**config.mk**
```make
export PLATFORM = sky130hd
export DESIGN_NAME = key_autorepeat_action_picker
export DESIGN_NICKNAME = d
export VERILOG_FILES = /design/src/rtl/kaap_pkg.sv /design/src/rtl/key_autorepeat_action_picker.sv
export SDC_FILE = /design/constraint.sdc
export NUM_CORES = 1
export LEC_CHECK = 0
export ABC_CLOCK_PERIOD_IN_PS = 13800
export BUFFER_PORTS_ARGS = -buffer_cell sky130_fd_sc_hd__buf_2
export CORE_MARGIN = 2
export CORE_UTILIZATION = 55
export CTS_CLUSTER_SIZE = 25
export DETAILED_ROUTE_END_ITERATION = 10
export GPL_ROUTABILITY_DRIVEN = 0
export PLACE_DENSITY = 0.75
export SYNTH_ARGS = -nofsm -noshare
export SYNTH_HDL_FRONTEND = slang
export SYNTH_SLANG_ARGS = --single-unit
```
**constraint.sdc**
```tcl
create_clock -name clk -period 13.8 [get_ports clk]
set_clock_uncertainty 0.1 [all_clocks]
set_input_delay 0.69 -clock clk [delete_from_list [all_inputs] [get_ports clk]]
set_output_delay 0.69 -clock clk [all_outputs]
set_load 0.01 [all_outputs]
```
**src/rtl/kaap_pkg.sv**
```systemverilog
package kaap_pkg;

  localparam int HOLD_BITS = 16;
  localparam int ACC_BITS  = 11;
  localparam int CFG_BITS  = 10;
  localparam int DT_BITS   = 8;

  localparam logic [ACC_BITS-1:0] ACC_MAX = '1;
  localparam logic [DT_BITS-1:0]  DT_MAX  = 8'd250;

  localparam logic [CFG_BITS-1:0] START_DELAY_RST   = 10'd150;
  localparam logic [CFG_BITS-1:0] REPEAT_PERIOD_RST = 10'd50;
  localparam logic [CFG_BITS-1:0] DROP_PERIOD_RST   = 10'd33;

  localparam int CFG_ADDR_BITS = 4;

  typedef enum logic [1:0] {
    REG_START_DELAY   = 2'd0,
    REG_REPEAT_PERIOD = 2'd1,
    REG_DROP_PERIOD   = 2'd2
  } reg_idx_t;

  typedef enum logic [1:0] {
    EV_NONE = 2'd0,
    EV_QUIT = 2'd1,
    EV_HARD = 2'd2,
    EV_ROT  = 2'd3
  } edge_ev_t;

  typedef enum logic [2:0] {
    ACT_NONE  = 3'd0,
    ACT_QUIT  = 3'd1,
    ACT_HARD  = 3'd2,
    ACT_ROT   = 3'd3,
    ACT_DOWN  = 3'd4,
    ACT_LEFT  = 3'd5,
    ACT_RIGHT = 3'd6
  } action_t;

  typedef struct packed {
    logic                 fire;
    logic [HOLD_BITS-1:0] hold;
    logic [ACC_BITS-1:0]  rep;
  } side_res_t;

endpackage

```
**src/rtl/key_autorepeat_action_picker.sv**
```systemverilog
// A request is accepted into the input register; its action is then registered in the
// result register, which drives out_tdata. Throughput: one request per cycle unless an
// action waits for out_tready; the input register then takes one more request and stalls.
// The timers and accumulators are updated in the same cycle the action is registered.
// Reset (rst_n low, synchronous) empties both stages, zeroes all timers and loads
// the register defaults 150, 50 and 33.
module key_autorepeat_action_picker
  import kaap_pkg::*;
(
  input  logic                     clk,
  input  logic                     rst_n,
  input  logic                     in_tvalid,
  output logic                     in_tready,
  // [10:0] elapsed_ms, [12:11] edge_event, [13] left_level, [14] right_level,
  // [15] down_level
  input  logic [15:0]              in_tdata,
  output logic                     out_tvalid,
  input  logic                     out_tready,
  // [2:0] action, [7:3] zero
  output logic [7:0]               out_tdata,
  input  logic                     cfg_psel,
  input  logic                     cfg_penable,
  input  logic                     cfg_pwrite,
  input  logic [CFG_ADDR_BITS-1:0] cfg_paddr,
  input  logic [31:0]              cfg_pwdata,
  output logic [31:0]              cfg_prdata,
  output logic                     cfg_pready
);

  // Configuration registers
  logic [CFG_BITS-1:0] start_delay_r, repeat_period_r, drop_period_r;
  logic                cfg_wr;
  reg_idx_t            cfg_idx;

  assign cfg_pready = 1'b1;
  assign cfg_wr     = cfg_psel & cfg_penable & cfg_pwrite;
  assign cfg_idx    = reg_idx_t'(cfg_paddr[3:2]);

  always_ff @(posedge clk) begin
    if (!rst_n) begin
      start_delay_r   <= START_DELAY_RST;
      repeat_period_r <= REPEAT_PERIOD_RST;
      drop_period_r   <= DROP_PERIOD_RST;
    end else if (cfg_wr) begin
      case (cfg_idx)
        REG_START_DELAY:   start_delay_r   <= cfg_pwdata[CFG_BITS-1:0];
        REG_REPEAT_PERIOD: repeat_period_r <= cfg_pwdata[CFG_BITS-1:0];
        REG_DROP_PERIOD:   drop_period_r   <= cfg_pwdata[CFG_BITS-1:0];
        default: ;
      endcase
    end
  end

  always_comb begin
    case (cfg_idx)
      REG_START_DELAY:   cfg_prdata = {22'd0, start_delay_r};
      REG_REPEAT_PERIOD: cfg_prdata = {22'd0, repeat_period_r};
      REG_DROP_PERIOD:   cfg_prdata = {22'd0, drop_period_r};
      default:           cfg_prdata = 32'd0;
    endcase
  end

  // Input register
  logic        s1_valid_r;
  logic [10:0] s1_elapsed_r;
  edge_ev_t    s1_event_r;
  logic        s1_left_r, s1_right_r, s1_down_r;
  logic        out_valid_r;
  action_t     out_action_r;
  logic        adv, s1_fire;

  assign adv       = ~out_valid_r | out_tready;
  assign s1_fire   = s1_valid_r & adv;
  assign in_tready = ~s1_valid_r | adv;

  always_ff @(posedge clk) begin
    if (!rst_n) begin
      s1_valid_r <= 1'b0;
    end else if (in_tready) begin
      s1_valid_r <= in_tvalid;
    end
  end

  always_ff @(posedge clk) begin
    if (in_tready && in_tvalid) begin
      s1_elapsed_r <= in_tdata[10:0];
      s1_event_r   <= edge_ev_t'(in_tdata[12:11]);
      s1_left_r    <= in_tdata[13];
      s1_right_r   <= in_tdata[14];
      s1_down_r    <= in_tdata[15];
    end
  end

  // Timer state
  logic [ACC_BITS-1:0]  drop_accum_r, drop_accum_nxt;
  logic [HOLD_BITS-1:0] left_hold_r, left_hold_nxt, right_hold_r, right_hold_nxt;
  logic [ACC_BITS-1:0]  left_rep_r, left_rep_nxt, right_rep_r, right_rep_nxt;

  function automatic side_res_t side_step(
    input logic                 held,
    input logic [DT_BITS-1:0]   dt,
    input logic [HOLD_BITS-1:0] hold,
    input logic [ACC_BITS-1:0]  rep,
    input logic [CFG_BITS-1:0]  start,
    input logic [CFG_BITS-1:0]  period
  );
    side_res_t            res;
    logic [HOLD_BITS:0]   hold_sum;
    logic [HOLD_BITS-1:0] hold_new;
    logic [ACC_BITS:0]    rep_sum;
    logic [ACC_BITS-1:0]  rep_new;
    res.fire = 1'b0;
    res.hold = '0;
    res.rep  = '0;
    hold_sum = {1'b0, hold} + (HOLD_BITS+1)'(dt);
    hold_new = hold_sum[HOLD_BITS] ? {HOLD_BITS{1'b1}} : hold_sum[HOLD_BITS-1:0];
    rep_sum  = {1'b0, rep} + (ACC_BITS+1)'(dt);
    rep_new  = rep_sum[ACC_BITS] ? ACC_MAX : rep_sum[ACC_BITS-1:0];
    if (held) begin
      res.hold = hold_new;
      res.rep  = rep;
      // The first move comes on the tick where the hold time is just this tick's time.
      if (hold_new == HOLD_BITS'(dt)) begin
        res.rep  = '0;
        res.fire = 1'b1;
      end else if (hold_new >= HOLD_BITS'(start)) begin
        if (rep_new >= ACC_BITS'(period)) begin
          res.rep  = rep_new - ACC_BITS'(period);
          res.fire = 1'b1;
        end else begin
          res.rep = rep_new;
        end
      end
    end
    return res;
  endfunction

  logic [DT_BITS-1:0]  dt;
  logic                left_eff, right_eff;
  logic [ACC_BITS:0]   drop_sum;
  logic [ACC_BITS-1:0] drop_sat;
  logic                drop_fire;
  side_res_t           left_res, right_res;
  action_t             action_nxt;

  always_comb begin
    if (s1_elapsed_r[10]) begin
      dt = '0;
    end else if (s1_elapsed_r[9:0] > 10'(DT_MAX)) begin
      dt = DT_MAX;
    end else begin
      dt = s1_elapsed_r[DT_BITS-1:0];
    end
  end

  assign left_eff  = s1_left_r & ~s1_right_r;
  assign right_eff = s1_right_r & ~s1_left_r;
  assign drop_sum  = {1'b0, drop_accum_r} + (ACC_BITS+1)'(dt);
  assign drop_sat  = drop_sum[ACC_BITS] ? ACC_MAX : drop_sum[ACC_BITS-1:0];
  assign drop_fire = s1_down_r & (drop_sat >= ACC_BITS'(drop_period_r));

  assign left_res  = side_step(left_eff, dt, left_hold_r, left_rep_r,
                               start_delay_r, repeat_period_r);
  assign right_res = side_step(right_eff, dt, right_hold_r, right_rep_r,
                               start_delay_r, repeat_period_r);

  always_comb begin
    drop_accum_nxt = drop_accum_r;
    left_hold_nxt  = left_hold_r;
    left_rep_nxt   = left_rep_r;
    right_hold_nxt = right_hold_r;
    right_rep_nxt  = right_rep_r;
    if (s1_event_r != EV_NONE) begin
      action_nxt = action_t'({1'b0, s1_event_r});
    end else if (drop_fire) begin
      action_nxt     = ACT_DOWN;
      drop_accum_nxt = '0;
    end else begin
      drop_accum_nxt = s1_down_r ? drop_sat : '0;
      left_hold_nxt  = left_res.hold;
      left_rep_nxt   = left_res.rep;
      if (left_res.fire) begin
        action_nxt = ACT_LEFT;
      end else begin
        right_hold_nxt = right_res.hold;
        right_rep_nxt  = right_res.rep;
        action_nxt     = right_res.fire ? ACT_RIGHT : ACT_NONE;
      end
    end
  end

  always_ff @(posedge clk) begin
    if (!rst_n) begin
      drop_accum_r <= '0;
      left_hold_r  <= '0;
      left_rep_r   <= '0;
      right_hold_r <= '0;
      right_rep_r  <= '0;
    end else if (s1_fire) begin
      drop_accum_r <= drop_accum_nxt;
      left_hold_r  <= left_hold_nxt;
      left_rep_r   <= left_rep_nxt;
      right_hold_r <= right_hold_nxt;
      right_rep_r  <= right_rep_nxt;
    end
  end

  // Result register
  always_ff @(posedge clk) begin
    if (!rst_n) begin
      out_valid_r <= 1'b0;
    end else if (adv) begin
      out_valid_r <= s1_valid_r;
    end
  end

  always_ff @(posedge clk) begin
    if (s1_fire) begin
      out_action_r <= action_nxt;
    end
  end

  assign out_tvalid = out_valid_r;
  assign out_tdata  = {5'd0, out_action_r};

  // Checks
  a_event_keeps_state: assert property (@(posedge clk) disable iff (!rst_n)
    s1_fire && s1_event_r != EV_NONE |=> $stable(drop_accum_r) && $stable(left_hold_r)
      && $stable(left_rep_r) && $stable(right_hold_r) && $stable(right_rep_r))
    else $error("timer state changed on an edge event request");

  a_event_passes: assert property (@(posedge clk) disable iff (!rst_n)
    s1_fire && s1_event_r != EV_NONE |=> out_tdata[1:0] == $past(s1_event_r)
      && out_tdata[2] == 1'b0)
    else $error("edge event not returned as the action");

  a_left_needs_key: assert property (@(posedge clk) disable iff (!rst_n)
    s1_fire && action_nxt == ACT_LEFT |-> s1_left_r && !s1_right_r)
    else $error("left move without left key held alone");

  a_right_needs_key: assert property (@(posedge clk) disable iff (!rst_n)
    s1_fire && action_nxt == ACT_RIGHT |-> s1_right_r && !s1_left_r)
    else $error("right move without right key held alone");

  a_ready_when_empty: assert property (@(posedge clk) disable iff (!rst_n)
    !out_valid_r |-> in_tready)
    else $error("input stalled while the result register is empty");

endmodule

```
=== Word level (Yosys, flattened, before mapping) ===
Index checks and enable logic that the tools add are counted.

* Multiplexer cells: 28
* Order comparisons: 6
* Bitwise gates (word level): 15
* Equal/unequal tests: 6
* Reduce and logical (&&, ||, !) cells: 11
* Add/sub/neg operators: 7

{| class="wikitable"
|+ Operators with widths
! cell !! number
|-
| 2-to-1 mux 11 bit || 11
|-
| 2-to-1 mux 28 bit || 2
|-
| adder 11 x 8 -> 12 bit || 3
|-
| adder 16 x 8 -> 17 bit || 2
|-
| >= comparator 11 x 10 -> 1 bit || 3
|-
| equality test 16 x 8 -> 1 bit || 2
|-
| >= comparator 16 x 10 -> 1 bit || 2
|-
| 2-to-1 mux 16 bit || 2
|-
| case mux 10 bit (3 select lines) || 1
|-
| subtractor 11 x 10 -> 11 bit || 2
|-
| 2-to-1 mux 8 bit || 2
|-
| greater-than comparator 10 x 8 -> 1 bit, second input constant || 1
|-
| 2-to-1 mux 3 bit || 3
|-
| AND reduction 2 bit || 4
|-
| AND reduction 4 bit || 2
|-
| NOT 1 bit || 7
|-
| AND 1 bit || 6
|-
| 2-to-1 mux 1 bit || 6
|-
| inequality test 3 x 1 -> 1 bit, second input constant || 2
|-
| AND reduction 5 bit || 1
|-
| AND reduction 3 bit || 1
|-
| equality test 2 x 1 -> 1 bit, second input constant || 1
|-
| equality test 2 bit, second input constant || 1
|-
| zero test 2 bit || 1
|-
| 4 further kinds || 5
|}

* Output and inout bits: 43
* Logic and storage cells: 90
* Input port bits: 59
* Register bits after elaboration: 116

=== Logic depth before layout (Yosys ltp) ===
Gate-level depths: netlist (run 1).

* Depth after elaboration: 14
* Depth in mapped cells: 26
* Gate-level depth less buffers: 24

=== Worst setup path after synthesis (run 1) ===
No wires, ideal clock.

* Kind: register -> register
* Start point: register s1_elapsed_r[9]
* End point: register right_hold_r[9]
* Data required time: 13.630 ns
* Path slack: 7.821 ns
* Path buffers: 1
* Library setup time: 0.070 ns
* Data arrival time: 5.808 ns
* Stages on the path, launching flop included: 24
* Clock period less this slack: 5.979 ns
* Cell sequence: edfxtp_1 > or3_1 > a32oi_1 > inv_1 > ha_1 > a211oi_1 > o21bai_1 > maj3_1 > a31o_1 > a21oi_1 > or2_2 > clkbuf_1 > nand2b_1 > ha_1 > nor2b_1 > o21ai_0 > a21o_1 > a31oi_1 > o221ai_1 > o211ai_1 > o311ai_1 > o211ai_2 > or4_1 > a21oi_1

* Cells in the longest elaborated chain, start to end: 12
* Elaborated cells on any way between the ends: 24
* Classes of those cells: 4 x add/sub; 4 x order compare; 1 x eq/ne; 11 x mux; 3 x bitwise; 1 x reduce/logical

{| class="wikitable"
|+ Ends and longest elaborated chain
! what !! line !! RTL
|-
| start, declared || key_autorepeat_action_picker.sv:65 || <nowiki>logic [10:0] s1_elapsed_r;</nowiki>
|-
| start signal, assigned || key_autorepeat_action_picker.sv:86 || <nowiki>s1_elapsed_r <= in_tdata[10:0];</nowiki>
|-
| greater-than comparator 10 x 8 -> 1 bit (*) || key_autorepeat_action_picker.sv:149 || <nowiki>end else if (s1_elapsed_r[9:0] > 10'(DT_MAX)) begin</nowiki>
|-
| 2-to-1 mux 8 bit (*) || key_autorepeat_action_picker.sv:149 ||
|-
| 2-to-1 mux 8 bit (*) || key_autorepeat_action_picker.sv:147 || <nowiki>if (s1_elapsed_r[10]) begin</nowiki>
|-
| parallel branches: the longest is 9 deep, another holds adder 16 x 8 -> 17 bit || - ||
|-
| end signal, assigned || key_autorepeat_action_picker.sv:203 || <nowiki>right_hold_r <= right_hold_nxt;</nowiki>
|-
| end, declared || key_autorepeat_action_picker.sv:96 || <nowiki>logic [HOLD_BITS-1:0] left_hold_r, left_hold_nxt, right_hold_r, right_hold_nxt;</nowiki>
|}

Mark *: on every way between the ends.
A chain may end at the register's enable or synchronous reset.

=== Worst setup path after layout (run 1) ===
* Start point: register s1_elapsed_r[9]
* End point: register left_rep_r[0]

* Cells in the longest elaborated chain, start to end: 10
* Elaborated cells on any way between the ends: 22
* Classes of those cells: 4 x add/sub; 4 x order compare; 2 x eq/ne; 9 x mux; 2 x bitwise; 1 x reduce/logical

{| class="wikitable"
|+ Ends and longest elaborated chain
! what !! line !! RTL
|-
| greater-than comparator 10 x 8 -> 1 bit (*) || key_autorepeat_action_picker.sv:149 ||
|-
| 2-to-1 mux 8 bit (*) || key_autorepeat_action_picker.sv:149 ||
|-
| 2-to-1 mux 8 bit (*) || key_autorepeat_action_picker.sv:147 ||
|-
| adder 11 x 8 -> 12 bit || key_autorepeat_action_picker.sv:117 || <nowiki>rep_sum = {1'b0, rep} + (ACC_BITS+1)'(dt);</nowiki>
|-
| 2-to-1 mux 11 bit || key_autorepeat_action_picker.sv:118 || <nowiki>rep_new = rep_sum[ACC_BITS] ? ACC_MAX : rep_sum[ACC_BITS-1:0];</nowiki>
|-
| subtractor 11 x 10 -> 11 bit or >= comparator 11 x 10 -> 1 bit (tied branches) || key_autorepeat_action_picker.sv:128, key_autorepeat_action_picker.sv:127 ||
|-
| 2-to-1 mux 11 bit || key_autorepeat_action_picker.sv:127 || <nowiki>if (rep_new >= ACC_BITS'(period)) begin</nowiki>
|-
| 2-to-1 mux 11 bit || key_autorepeat_action_picker.sv:126 || <nowiki>end else if (hold_new >= HOLD_BITS'(start)) begin</nowiki>
|-
| 2-to-1 mux 11 bit || key_autorepeat_action_picker.sv:123 || <nowiki>if (hold_new == HOLD_BITS'(dt)) begin</nowiki>
|-
| 2-to-1 mux 28 bit || key_autorepeat_action_picker.sv:119 || <nowiki>if (held) begin</nowiki>
|-
| end signal, assigned || key_autorepeat_action_picker.sv:202 || <nowiki>left_rep_r <= left_rep_nxt;</nowiki>
|-
| end, declared || key_autorepeat_action_picker.sv:97 || <nowiki>logic [ACC_BITS-1:0] left_rep_r, left_rep_nxt, right_rep_r, right_rep_nxt;</nowiki>
|}

Mark *: on every way between the ends. The rest lies on a longest branch, timed or not. The select of a mux whose other input is x is not followed.

==> flow_metrics.tcl, run 1 <==
set metrics [dict create \
    die_w_um 135 \
    syn_inst 1165 \
    drv_slew 0 \
    endpoint_kind "flop" \
    timing.final.crit_share_pct 50.8 \
    cts_buffers 17 \
    drt_iter0_markers 655 \
    area_delta_synth_final_pct 9.46 \
    synth-main-ff-cell "dfxtp_1" \
    ys_types 81 \
    clkTransAtPathRegs_ns 0.06 \
    rsz0062_at_grt "false" \
    required_ns 14.07 \
    vias 8509 \
    finalNonFillerCells 1433 \
    postCtsHoldBufs 0 \
    dpl.hpwl_mm 17.3 \
    cts_resized 0 \
    totalWireLength_mm 23.7 \
    cp_max_fo 11 \
    powerDensity_nw_per_um2 91.5 \
    gr-usage-all-layers_pct 26.8 \
    die_area_um2 18100 \
    switchingPower_uw 267 \
    cts_tree "yes" \
    cts_sinks 116 \
    drcViolationCount 0 \
    overflow 0 \
    fin_tns_setup_ns 0 \
    wl_met2_mm 11.0 \
    ys_ff_latch 116 \
    power_frac_clock_pct 46.4 \
    post_cts_buffers 0 \
    start_util_pct 56.4 \
    hold_violations 0 \
    synthArstFlopShare_pct 0 \
    crit_slowest_cell "o21ai_0" \
    cp.arrival_ns 7.28 \
    grt_first_pass_wirelength_mm 38.8 \
    drt_first_pass_iters 5 \
    routed_via_density 5.94 \
    critPathTopFamily "compound AO/OA/AOI/OAI gates" \
    syn_area_um2 9390 \
    clk_latency_ns 0.43 \
    seq_power_share_pct 37.6 \
    cap_violations 0 \
    setup_viol 0 \
    synth_enable_flop_cells 19 \
    max_stage_delay_ns 0.80 \
    placedCellCount 1401 \
    p_leak_uw 0.00466 \
    wl_per_cell_um 16.5 \
    top_layer "met4" \
    core-area_um2 16600 \
    worst_pin_slew_ns 1.11 \
    cts_buffer_depth 2 \
    yosysSeqAreaShare_pct 26.8 \
    fin_hold_ws_ns 0.331 \
    crit_chain "or2_2, o21ai_0, inv_1, ha_1, inv_1, a2111oi_2, a311oi_4, a2111oi_2, nor2_1, ha_1, nand2b_1, a21o_1, a21oi_1, o21ai_0, a31oi_1, o21ai_0, nor3_1, nand3_1, a21oi_1, a22o_1" \
    wl_met1_mm 10.6 \
    crit_path_frequent_cell "o21ai_0" \
    status "finished clean" \
    grt_pass1_vias 7924 \
    antenna_found_initial 0 \
    crit_path_start_kind "flop" \
    io_pins 102 \
    synth.avg_cell_area_um2 8.06 \
    setup.worst_path.class "flop to flop" \
    layout_min_cycle_time_ns 7.02 \
    combPwrFrac_pct 16.0 \
    fmax_mhz 143 \
    grt_max_degree 57 \
    rows 47 \
    path_buf_inv 2 \
    ctsRootBufferMaster "clkbuf_16" \
    relSlewSlack_pct 25.9 \
    peakVddDrop_v 0.0000901 \
    p_int_uw 674 \
    die_h_um 135 \
    wl_met3_mm 1.28 \
    drive_gt1_share_pct 9.98 \
    diodes 0 \
    ys_warn_count 0 \
    min_path_type "primary input to flop" \
    filler_cell_count 1493 \
    ant_nets 0 \
    io_buffer_count 49 \
    fin_nets 1354 \
    sw_frac_of_total_pct 28.4 \
    htree_levels 4 \
]
[path summary, 6_finish.rpt]
check                        from         endpoint  cells after the start  slack, ns
setup / recovery  s1_elapsed_r[9]    left_rep_r[0]                     20       6.78
hold / removal       in_tdata[12]    s1_event_r[1]                      1       0.33
setup reg to reg  s1_elapsed_r[9]    left_rep_r[0]                     20       6.78
hold reg to reg   drop_accum_r[3]  drop_accum_r[3]                      2       0.36
[power groups by stage]
| stage | Combinational (uW) | Clock (uW) | Sequential [uW] |
|---|---|---|---|
| final | 150 | 437 | 354 |
| after global routing | 167 | 458 | 354 |
| after CTS | 149 | 441 | 354 |
| after detailed placement | 147 | 0 | 361 |
| after global placement | 145 | 0 | 361 |
| after floorplan | 116 | 0 | 360 |
[flip-flops by register name (all words and copies together) (netlist names)]
name             flops
right_hold_r        16
start_delay_r       10
drop_period_r       10
s1_valid_r           1
s1_elapsed_r        11
repeat_period_r     10
drop_accum_r        11
right_rep_r         11
s1_down_r            1
out_tvalid           1
left_hold_r         16
s1_left_r            1
s1_event_r           2
left_rep_r          11
out_action_r         3
s1_right_r           1
[cell type report]
type	count	area, um2	area share [%]
well taps	220	275	2.68
clock buffers	20	468	4.55
clock inverters	12	116	1.13
flip-flops and latches	116	2510	24.4
inverters	63	236	2.30
multi-input cells	943	6350	61.8
repair buffers	59	320	3.12
[metrics by stage]
| step | power [uW] | utilization [%] | area (um2) | setup WS, ns |
|---|---|---|---|---|
| floorplan | 476 | - | 9490 | 7.82 |
| global placement | 506 | 58.3 | 9690 | 7.12 |
| detailed placement | 508 | 58.3 | 9690 | 6.88 |
| CTS | 944 | 61.8 | 10300 | 6.85 |
| global route | 979 | 61.8 | 10300 | 6.22 |
| finish | 941 | 61.8 | 10300 | 6.78 |
[placed cells by master (no fill, tap or decap), types with 11 or more instances in the layout]
cell type,n
nor3_1,19
conb_1,28
o211ai_1,14
a31oi_1,13
nand3_1,29
nand2b_1,12
xor2_1,21
nor2_1,77
a21oi_1,96
or3_1,11
inv_1,62
dfxtp_1,97
nand2_1,164
ha_1,88
a21o_1,32
edfxtp_1,19
xnor2_1,29
o21ai_0,51
buf_2,49
nor2b_1,18
mux2i_1,35
and2_1,17
clkbuf_16,18
[cells in the mapped netlist, types with 4 or more instances]
| master | count | area, um2 |
|---|---|---|
| a311oi_1 | 6 | 52.6 |
| ha_1 | 88 | 1100 |
| xnor2_1 | 29 | 254 |
| or2_2 | 10 | 62.6 |
| and2_1 | 17 | 106 |
| nand3_1 | 29 | 145 |
| a21oi_1 | 96 | 480 |
| fa_1 | 7 | 140 |
| o221a_1 | 5 | 56.3 |
| nand4_1 | 7 | 43.8 |
| a21o_1 | 32 | 240 |
| nor3_1 | 19 | 95.1 |
| o211ai_1 | 14 | 105 |
| nand2b_1 | 12 | 75.1 |
| o21bai_1 | 5 | 37.5 |
| mux2_2 | 9 | 101 |
| mux2i_1 | 35 | 350 |
| inv_1 | 63 | 236 |
| clkbuf_1 | 33 | 124 |
| buf_4 | 30 | 225 |
| o21ai_0 | 51 | 255 |
| xor2_1 | 21 | 184 |
| nor2b_1 | 18 | 113 |
| a22oi_1 | 7 | 52.6 |
| and3_1 | 10 | 62.6 |
| nor3b_1 | 5 | 37.5 |
| or3_1 | 11 | 68.8 |
| nand3b_1 | 10 | 75.1 |
| dfxtp_1 | 97 | 1940 |
| o21a_1 | 9 | 67.6 |
| o31ai_1 | 6 | 45.0 |
| nand2_1 | 164 | 616 |
| nor2_1 | 77 | 289 |
| a22o_1 | 10 | 87.6 |
| nor4_1 | 4 | 25.0 |
| a211o_1 | 5 | 43.8 |
| edfxtp_1 | 19 | 571 |
| a31oi_1 | 13 | 81.3 |
| a211oi_1 | 11 | 82.6 |
[layer usage]
layer | track usage [%] | up-vias
met5 | 0 | -
li1 | - | 4219
met4 | 11.5 | 0
met3 | 5.11 | 54
met1 | 34.4 | 3998
met2 | 44.0 | 238
[cells by family after synthesis]
family | share of synthesized area (%)
adder cells (fa/ha/maj) | 13.6
other | 0.0800
AND/OR/NAND/NOR | 20.5
flip-flops | 26.8
AO/OA/AOI/OAI | 22.7
buffers and inverters | 6.72
multiplexers | 4.81
XOR/XNOR | 4.90
No activity file was read; power rests on OpenSTA's default activity.
==> run 2: changes to the inputs <==
--- a/config.mk
+++ b/config.mk
@@ -5,14 +5,15 @@
 export SDC_FILE = /design/constraint.sdc
 export NUM_CORES = 1
 export LEC_CHECK = 0
-export ABC_CLOCK_PERIOD_IN_PS = 13800
+export ABC_AREA = 1
+export ABC_CLOCK_PERIOD_IN_PS = 5900
 export BUFFER_PORTS_ARGS = -buffer_cell sky130_fd_sc_hd__buf_2
 export CORE_MARGIN = 2
 export CORE_UTILIZATION = 55
 export CTS_CLUSTER_SIZE = 25
 export DETAILED_ROUTE_END_ITERATION = 10
 export GPL_ROUTABILITY_DRIVEN = 0
-export PLACE_DENSITY = 0.75
+export PLACE_DENSITY = 0.78
 export SYNTH_ARGS = -nofsm -noshare
 export SYNTH_HDL_FRONTEND = slang
 export SYNTH_SLANG_ARGS = --single-unit
==> constraint.sdc (replaced) <==
create_clock -name clk -period 5.9 [get_ports clk]
set_clock_uncertainty 0.1 [all_clocks]
set_input_delay 0.295 -clock clk [delete_from_list [all_inputs] [get_ports clk]]
set_output_delay 0.295 -clock clk [all_outputs]
set_load 0.01 [all_outputs]
==> run 2 against run 1 <==
Effect of this change:
- synthesized cell count grew 25%
- highest routed layer unchanged
- worst hold slack lost 0.30 ns
- critical path depth grew 14
- total power grew to 2.6 times the previous value
- synthesized area grew 3.1%
- non-clock buffer count grew 24
- largest cell class unchanged
- critical endpoint is now left_hold_r[7]
==> flow_metrics.tcl, run 2 <==
set metrics [dict create \
    die_w_um 137 \
    clkTransAtPathRegs_ns 0.06 \
    endpoint_kind "flop" \
    timing.reg2reg.setup_slack_ns 0.46 \
    synth.avg_cell_area_um2 6.67 \
    drt_iter0_markers 715 \
    setup.worst_path.class "flop to flop" \
    setup_viol 0 \
    syn_area_um2 9680 \
    drv_slew 0 \
    min_path_type "primary input to flop" \
    fin_nets 1679 \
    rows 48 \
    crit_path_start_kind "flop" \
    die_h_um 137 \
    final_cell_mix "357 x nand2_1, 185 x inv_1, 149 x nor2_1" \
    hold_depth 3 \
    crit_slowest_cell "edfxtp_1" \
    ff2ff_path_depth 34 \
    grt_first_pass_wirelength_mm 42.3 \
    grt_pass1_vias 8971 \
    fin_tns_setup_ns 0 \
    cts_buffer_depth 2 \
    drcViolationCount 0 \
    synthArstFlopShare_pct 0 \
    fmax_mhz 184 \
    gr-usage-all-layers_pct 28.8 \
    overflow 0 \
    start_util_pct 56.1 \
    routed_via_density 5.49 \
    area_delta_synth_final_pct 12.7 \
    layout_min_cycle_time_ns 5.44 \
    io_buffer_count 49 \
    peakVddDrop_v 0.000208 \
    diodes 0 \
    ys_top_cells_by_count "358 x nand2_1, 185 x inv_1, 149 x nor2_1, 117 x a21oi_1" \
    clk_latency_ns 0.43 \
    synth-main-ff-cell "dfxtp_1" \
    crit_path_frequent_cell "nand2_1" \
    dpl.hpwl_mm 19.0 \
    grt_max_degree 68 \
    r2r_start "s1_elapsed_r[1]" \
    yosysMostFrequentCell "nand2_1" \
    synth_enable_flop_cells 19 \
    cp.arrival_ns 5.69 \
    htree_levels 4 \
    crit_end "left_hold_r[7]" \
    critPathLaunch "s1_elapsed_r[1]" \
    worst_pin_slew_ns 1.20 \
    top_regs "left_hold_r (16), right_hold_r (16)" \
    p_leak_uw 0.00548 \
    ctsRootBufferMaster "clkbuf_16" \
    ys_types 52 \
    status "finished clean" \
    io_pins 102 \
    required_ns 6.14 \
    relSlewSlack_pct 19.9 \
    max_stage_delay_ns 0.43 \
    antenna_found_initial 0 \
    final_common_cell "nand2_1" \
    rsz0062_at_grt "false" \
    cts_tree "yes" \
    yosysTopAreaCell "dfxtp_1" \
    drt_first_pass_iters 5 \
    cts_sinks 116 \
    fin_hold_ws_ns 0.0335 \
    syn_inst 1452 \
    vias 9678 \
    cts_buffers 17 \
    ys_ff_latch 116 \
    hold_violations 0 \
    ant_nets 0 \
    cap_violations 0 \
    ys_warn_count 0 \
    totalWireLength_mm 26.3 \
    powerDensity_nw_per_um2 225 \
    timing.final.crit_share_pct 92.3 \
    wl_per_cell_um 14.9 \
    drive_gt1_share_pct 10.5 \
    synthTopCellsByArea "dfxtp_1 20%, nand2_1 14%, ha_1 11%, inv_1 7.2%, a21oi_1 6.1%" \
    yosysTopAreaCellShare_pct 20.1 \
    cp_max_fo 8 \
    core-area_um2 17200 \
    filler_cell_count 1565 \
    yosysSeqAreaShare_pct 26.0 \
    die_area_um2 18700 \
    timing.rr.end "left_hold_r[7]" \
]
-- run 2: cell types whose count changed in the layout (fill, tap and decap cells not counted), moves of 18 or more --
cell and change:
nor2b_1 -18, a21o_1 -28, nor2_1 +72, nand3_1 +68
nand2_1 +193, mux2i_1 -35, inv_1 +123, o21ai_0 +25
a21oi_1 +20
-- run 2: worst min-delay path by stage --
stage                          startpoint                to  slack, ns
final                           in_tvalid        s1_valid_r       0.03
after global routing        cfg_pwdata[0]  drop_period_r[0]       0.06
after CTS                   cfg_pwdata[5]  drop_period_r[5]       0.02
after detailed placement  drop_accum_r[6]   drop_accum_r[6]       0.36
after global placement    drop_accum_r[0]   drop_accum_r[0]       0.36
after floorplan              in_tdata[15]         s1_down_r       0.29
-- run 2: metal layers --
| layer | GRT usage, % | up-vias | wire length, um |
|---|---|---|---|
| met2 | 50.4 | 323 | 12700 |
| met3 | 5.04 | 66 | 1550 |
| met4 | 11.2 | 0 | 745 |
| li1 | - | 4874 | - |
| met5 | 0 | - | 0 |
| met1 | 35.0 | 4415 | 11300 |
-- run 2: critical path, delay by kind of cell (launching register included) --
family                   cells  cell delay [ns]
flip-flops                   1             0.43
AND/OR/NAND/NOR             14             1.76
adder cells (fa/ha/maj)      2             0.57
AO/OA/AOI/OAI               11             1.65
buffers and inverters        7             0.83
-- run 2: kinds of logic (layout without fill, tap and decap cells) --
| family | Yosys count | after routing | share of synthesized area [%] |
|---|---|---|---|
| simple gates | 693 | 694 | 31.6 |
| buf+inv | 257 | 316 | 11.7 |
| compound gates | 256 | 256 | 14.9 |
| flops | 116 | 116 | 26.0 |
| fa+ha+maj | 95 | 95 | 12.8 |
| xor+xnor | 33 | 33 | 2.99 |
| other cells | 2 | 28 | 0.0776 |
-- run 2: area by class of cell --
cell class | instances | area, um2 | share of cell area, %
flip-flops and latches | 116 | 2510 | 23.0
repair buffers | 83 | 557 | 5.10
inverters | 200 | 763 | 7.00
clock inverters | 11 | 106 | 0.975
well taps | 225 | 282 | 2.58
multi-input cells | 1106 | 6180 | 56.7
repair inverters | 1 | 5.00 | 0.0459
clock buffers | 21 | 504 | 4.62
-- run 2: timing repair --
item                       4_1_cts  5_1_grt
setup endpoints to repair        0       66
hold endpoints to repair        16        0
gates resized for setup          0       17
setup buffers                    0        2
hold buffers                    16        0
-- run 2: power by group --
group	internal [uW]	switching [uW]	total [uW]
sequential	827	14.2	842
clock	661	412	1070
combinational	195	343	539
-- run 2: stage by stage --
step / cell area, um2 / cells / setup WS (ns) / power [uW] / utilization, %
finish: 10900 / 1763 / 0.455 / 2450 / 63.3
global route: 10900 / 1763 / 0.0152 / 2570 / 63.3
CTS: 10800 / 1759 / 0.138 / 2440 / 62.8
detailed placement: 10100 / 1711 / 0.199 / 1370 / 58.3
global placement: 10100 / 1711 / 0.256 / 1360 / 58.3
floorplan: 9780 / 1478 / 0.475 / 1250 / -
